### src/hw/rtl/trsf_pkg.sv
package trsf_pkg;

   // default position width
   localparam int unsigned POSITION_WIDTH = 40;

   // register fields
   localparam int unsigned LIMIT_WIDTH  = 31;
   localparam int unsigned STEP_WIDTH   = 24;
   localparam int unsigned GAIN_WIDTH   = 16;
   localparam int unsigned SPEED_WIDTH  = 32;
   localparam int unsigned CSR_WIDTH    = 32;
   localparam int unsigned CSR_IDX_WIDTH = 3;

   // divider: dividend is |v|^2, divisor is 2*decel
   localparam int unsigned SQ_WIDTH   = 63;
   localparam int unsigned DVS_WIDTH  = STEP_WIDTH + 1;
   localparam int unsigned CNT_WIDTH  = 6;
   localparam int unsigned BRAKE_WIDTH = 64;

   // register indexes
   typedef enum logic [CSR_IDX_WIDTH-1:0] {
      REG_LIMIT_POS = 3'd0,
      REG_LIMIT_NEG = 3'd1,
      REG_ACCEL_FWD = 3'd2,
      REG_DECEL_FWD = 3'd3,
      REG_ACCEL_REV = 3'd4,
      REG_DECEL_REV = 3'd5,
      REG_GAINS     = 3'd6,
      REG_WINDOW    = 3'd7
   } csr_index_type;

   // controller to datapath
   typedef struct packed {
      logic capture;
      logic square;
      logic div_step;
      logic brake;
      logic speed;
      logic emit;
   } cmd_type;

   // datapath to controller
   typedef struct packed {
      logic div_last;
      logic out_free;
   } status_type;

endpackage

### src/hw/rtl/trsf_ctrl.sv
module trsf_ctrl (
   input  logic                 clock,
   input  logic                 reset,
   input  logic                 req_tvalid,
   output logic                 req_tready,
   input  trsf_pkg::status_type status,
   output trsf_pkg::cmd_type    cmd
);

   typedef enum logic [2:0] {
      ST_IDLE,
      ST_SQUARE,
      ST_DIVIDE,
      ST_BRAKE,
      ST_SPEED,
      ST_EMIT
   } state_type;

   state_type state_ff;

   assign req_tready = (state_ff == ST_IDLE);

   // decode commands from state
   always_comb begin
      cmd          = '0;
      cmd.capture  = (state_ff == ST_IDLE) && req_tvalid;
      cmd.square   = (state_ff == ST_SQUARE);
      cmd.div_step = (state_ff == ST_DIVIDE);
      cmd.brake    = (state_ff == ST_BRAKE);
      cmd.speed    = (state_ff == ST_SPEED);
      cmd.emit     = (state_ff == ST_EMIT) && status.out_free;
   end

   // advance through one item
   always_ff @(posedge clock) begin
      if (reset) begin
         state_ff <= ST_IDLE;
      end else begin
         unique case (state_ff)
            ST_IDLE: begin
               if (req_tvalid) state_ff <= ST_SQUARE;
            end
            ST_SQUARE: state_ff <= ST_DIVIDE;
            ST_DIVIDE: begin
               if (status.div_last) state_ff <= ST_BRAKE;
            end
            ST_BRAKE: state_ff <= ST_SPEED;
            ST_SPEED: state_ff <= ST_EMIT;
            ST_EMIT: begin
               if (status.out_free) state_ff <= ST_IDLE;
            end
            default: state_ff <= ST_IDLE;
         endcase
      end
   end

endmodule

### config.mk
export PLATFORM = sky130hd
export DESIGN_NAME = trsf_ctrl
export DESIGN_NICKNAME = d
export VERILOG_FILES = /design/src/hw/rtl/trsf_pkg.sv /design/src/hw/rtl/trsf_ctrl.sv
export SDC_FILE = /design/constraint.sdc
export NUM_CORES = 1
export LEC_CHECK = 0
export BUFFER_PORTS_ARGS = -buffer_cell sky130_fd_sc_hd__clkbuf_2
export CORE_AREA = 5 5 42 44
export CTS_CLUSTER_SIZE = 8
export DETAILED_ROUTE_END_ITERATION = 7
export DIE_AREA = 0 0 47 49
export PLACE_DENSITY = 0.41
export REMOVE_ABC_BUFFERS = 1
export SYNTH_ARGS = -nofsm -noshare
export SYNTH_HDL_FRONTEND = slang
export SYNTH_SLANG_ARGS = --single-unit
### constraint.sdc
create_clock -name clock -period 1.55 [get_ports clock]
set_input_delay 0.2325 -clock clock [delete_from_list [all_inputs] [get_ports clock]]
set_output_delay 0.2325 -clock clock [all_outputs]
set_load 0.01 [all_outputs]
==> flow_summary.toml <==
[status]
outcome = "finished, final reports clean"

[timing]
timing.max_slew.rel_slack = 0.770
hold_violations = 0
final.setup_skew_ps = 3.91
final-setup-viol-count = 0
timing.final.max_slew_violations = 0
timing.hold.ws_ps = 203
rsz0062_at_grt = "no"
fin_crit_ps = 1370
fin_ws_ps = 177
fin_tns_setup_ps = 0
fraction_of_the_cycle_the_final_worst_path_needs = 0.886
worst_pin_slew_ps = 345
max_clock_freq_mhz = 728

[pwr]
power.share.sequential = 0.325
p_sw_mw = 0.0977
power.combinational.fraction = 0.249
leakage_dissipation_nw = 0.134
fin_total_pwr_mw = 0.322
power-per-cell-area_mw_per_mm2 = 1140
irDropWorstVdd_mv = 0.284
p_clk_frac = 0.426
switching_share = 0.303
power.internal_mw = 0.224

[worst_setup_path]
path_buf_inv = 1
r2r_cells = 3
critical_path.slowest_cell = "dfxtp_1"
critPathKind = "register to primary output"
timing.critical_path.from_type = "register"
cp_data_arrival_time_ps = 1140
crit_path_cell_trace = "nor3_1 > and2_1 > clkbuf_2"
rr_endpoint = "state_ff[0]"
critical_path.max_stage_delay_ps = 400
cp-end-kind = "primary output"
worst-endpoint-required_ps = 1320
worst_r2r_startpoint = "state_ff[2]"
crit_path_max_fanout = 9
cell_family_with_most_cp_delay = "flip-flops"
rrSetupSlack_ps = 450

[finish]
final_common_cell = "clkbuf_2"
antenna_cells = 0
finalNetCount = 43
most_frequent_cells_in_the_layout = "11 x clkbuf_2, 4 x nor2_1, 3 x nand2_1, 3 x clkbuf_4, 3 x dfxtp_1"
post_route_cells_drive_above_1_share = 0.459
top_regs = "state_ff (3)"
finalNonFillerCells = 53
area_delta_synth_final_pct = 43.0
reg_with_most_ffs = "state_ff"
fin_area_um2 = 283
finish.utilization = 0.202
largest_register_ff_count = 3

[global_routing]
grt_util_all_layers = 0.0562
number_of_antenna_violations_at_the_first_check_in_global_routing = 0
grt-ovfl-total = 0
first_pass_grt_wire_length_um = 800
maximum_number_of_pins_on_one_net_before_global_route_repair = 10
vias_in_the_first_global_route = 178

[clock_tree]
post_cts_buffers = 0
ctsRootBufferMaster = "clkbuf_4"
cts_resized = 0
clkTransAtPathRegs_ps = 40
tritoncts = "built"
clkSinkCount = 3
clock_tree.buffer_depth = 2
post_cts_hold_buffer_count = 0
insertion_delay_ps = 230
h_tree_levels = 1
cts_buffers = 3

[synth]
synth_cell_type_count = 16
yosysWarningCount = 0
synth_cells = 24
seq_area_frac_synth = 0.304
postSynthRegisterBits = 3
syn_area_um2 = 198
syn-mean-instance-area_um2 = 8.24

[routing]
post_drt_wl_per_cell_um = 9.09
detail-route-antenna-nets = 0
detail_route.vias_per_cell = 3.68
wirelength_um = 482
total_via_count_in_the_routed_design = 195
detail_route.first_pass.iterations = 4
detailedRoute.firstIterationViolations = 2
drc = 0

[min_path]
hp_class = "primary input to register"
worst_hold_path.num_cells = 2
hold_path_startpoint = "reset"
whs_endpoint = "state_ff[0]"

[floorplan]
initial_core_utilization = 0.141
die_h_um = 49
top_level_ports = 12
die_width_um = 47
die-area_mm2 = 0.00230
core_region_area_mm2 = 0.00140
row_count = 14

[placement]
detailed_place.area_um2 = 256
gp_routability_congestion = 0.689
place.detailed.hpwl_um = 376
post-place-cells = 49
io_buffers = 11
pre_cts_slack_ps = 407

[flow_run]
drv.max_cap_violation_count = 0
worst max-delay path by stage:
stage / startpoint / to / cells past startpoint
6_report: state_ff[2] / cmd[5] / 3
5_1_grt: state_ff[2] / cmd[5] / 3
4_1_cts: state_ff[2] / cmd[5] / 3
3_5_place_dp: state_ff[2] / cmd[5] / 3
3_3_place_gp: state_ff[2] / cmd[5] / 3
2_1_floorplan: state_ff[2] / cmd[5] / 2
worst reg2reg max path, delay by kind of cell, from the launching register on:
family	cells	cell delay [ps]
AND/OR/NAND/NOR	1	90
AO/OA/AOI/OAI	2	420
flip-flops	1	520
cell usage after synthesis, drive strengths merged:
library cell  n  area (µm²)
xnor2         1        8.76
dfxtp         3        60.1
nor2          4        15.0
a211o         1        8.76
inv           1        3.75
and2          1        6.26
buf           2        16.3
a31oi         1        6.26
and3b         1        8.76
nor3b         2        20.0
nand2         3        11.3
nor3          2        10.0
nand2b        1        13.8
a21oi         1        8.76
kinds of logic (layout without fill, tap and decap cells):
logic type,count (synthesis),after routing,synth area share
AO/OA/AOI/OAI,3,3,0.120
XOR/XNOR,1,1,0.0443
buffers and inverters,3,16,0.101
flip-flops,3,3,0.304
AND/OR/NAND/NOR,14,14,0.430
power groups by stage:
stage / combinational (mW) / clock (mW) / sequential (mW)
2_1_floorplan: 0.0514 / 0 / 0.101
3_3_place_gp: 0.0820 / 0 / 0.106
3_5_place_dp: 0.0823 / 0 / 0.106
4_1_cts: 0.0825 / 0.144 / 0.105
5_1_grt: 0.0903 / 0.155 / 0.107
6_report: 0.0802 / 0.137 / 0.105
layer usage:
| metal | global-route usage | routed length [µm] | vias up |
|---|---|---|---|
| li1 | - | - | 104 |
| met1 | 0.0502 | 194 | 83 |
| met2 | 0.0679 | 254 | 8 |
| met3 | 0.0443 | 33 | 0 |
| met4 | 0.0691 | 0 | 0 |
| met5 | 0 | 0 | - |
layout make-up:
class,count,area (µm²)
Sequential cell,3,60.1
Fill cell,176,1120
Clock buffer,4,26.3
Inverter,1,3.75
Tap cell,16,20.0
Multi-Input combinational cell,18,118
Timing Repair Buffer,11,55.1
Note: power is estimated with default switching activity, not from simulation.
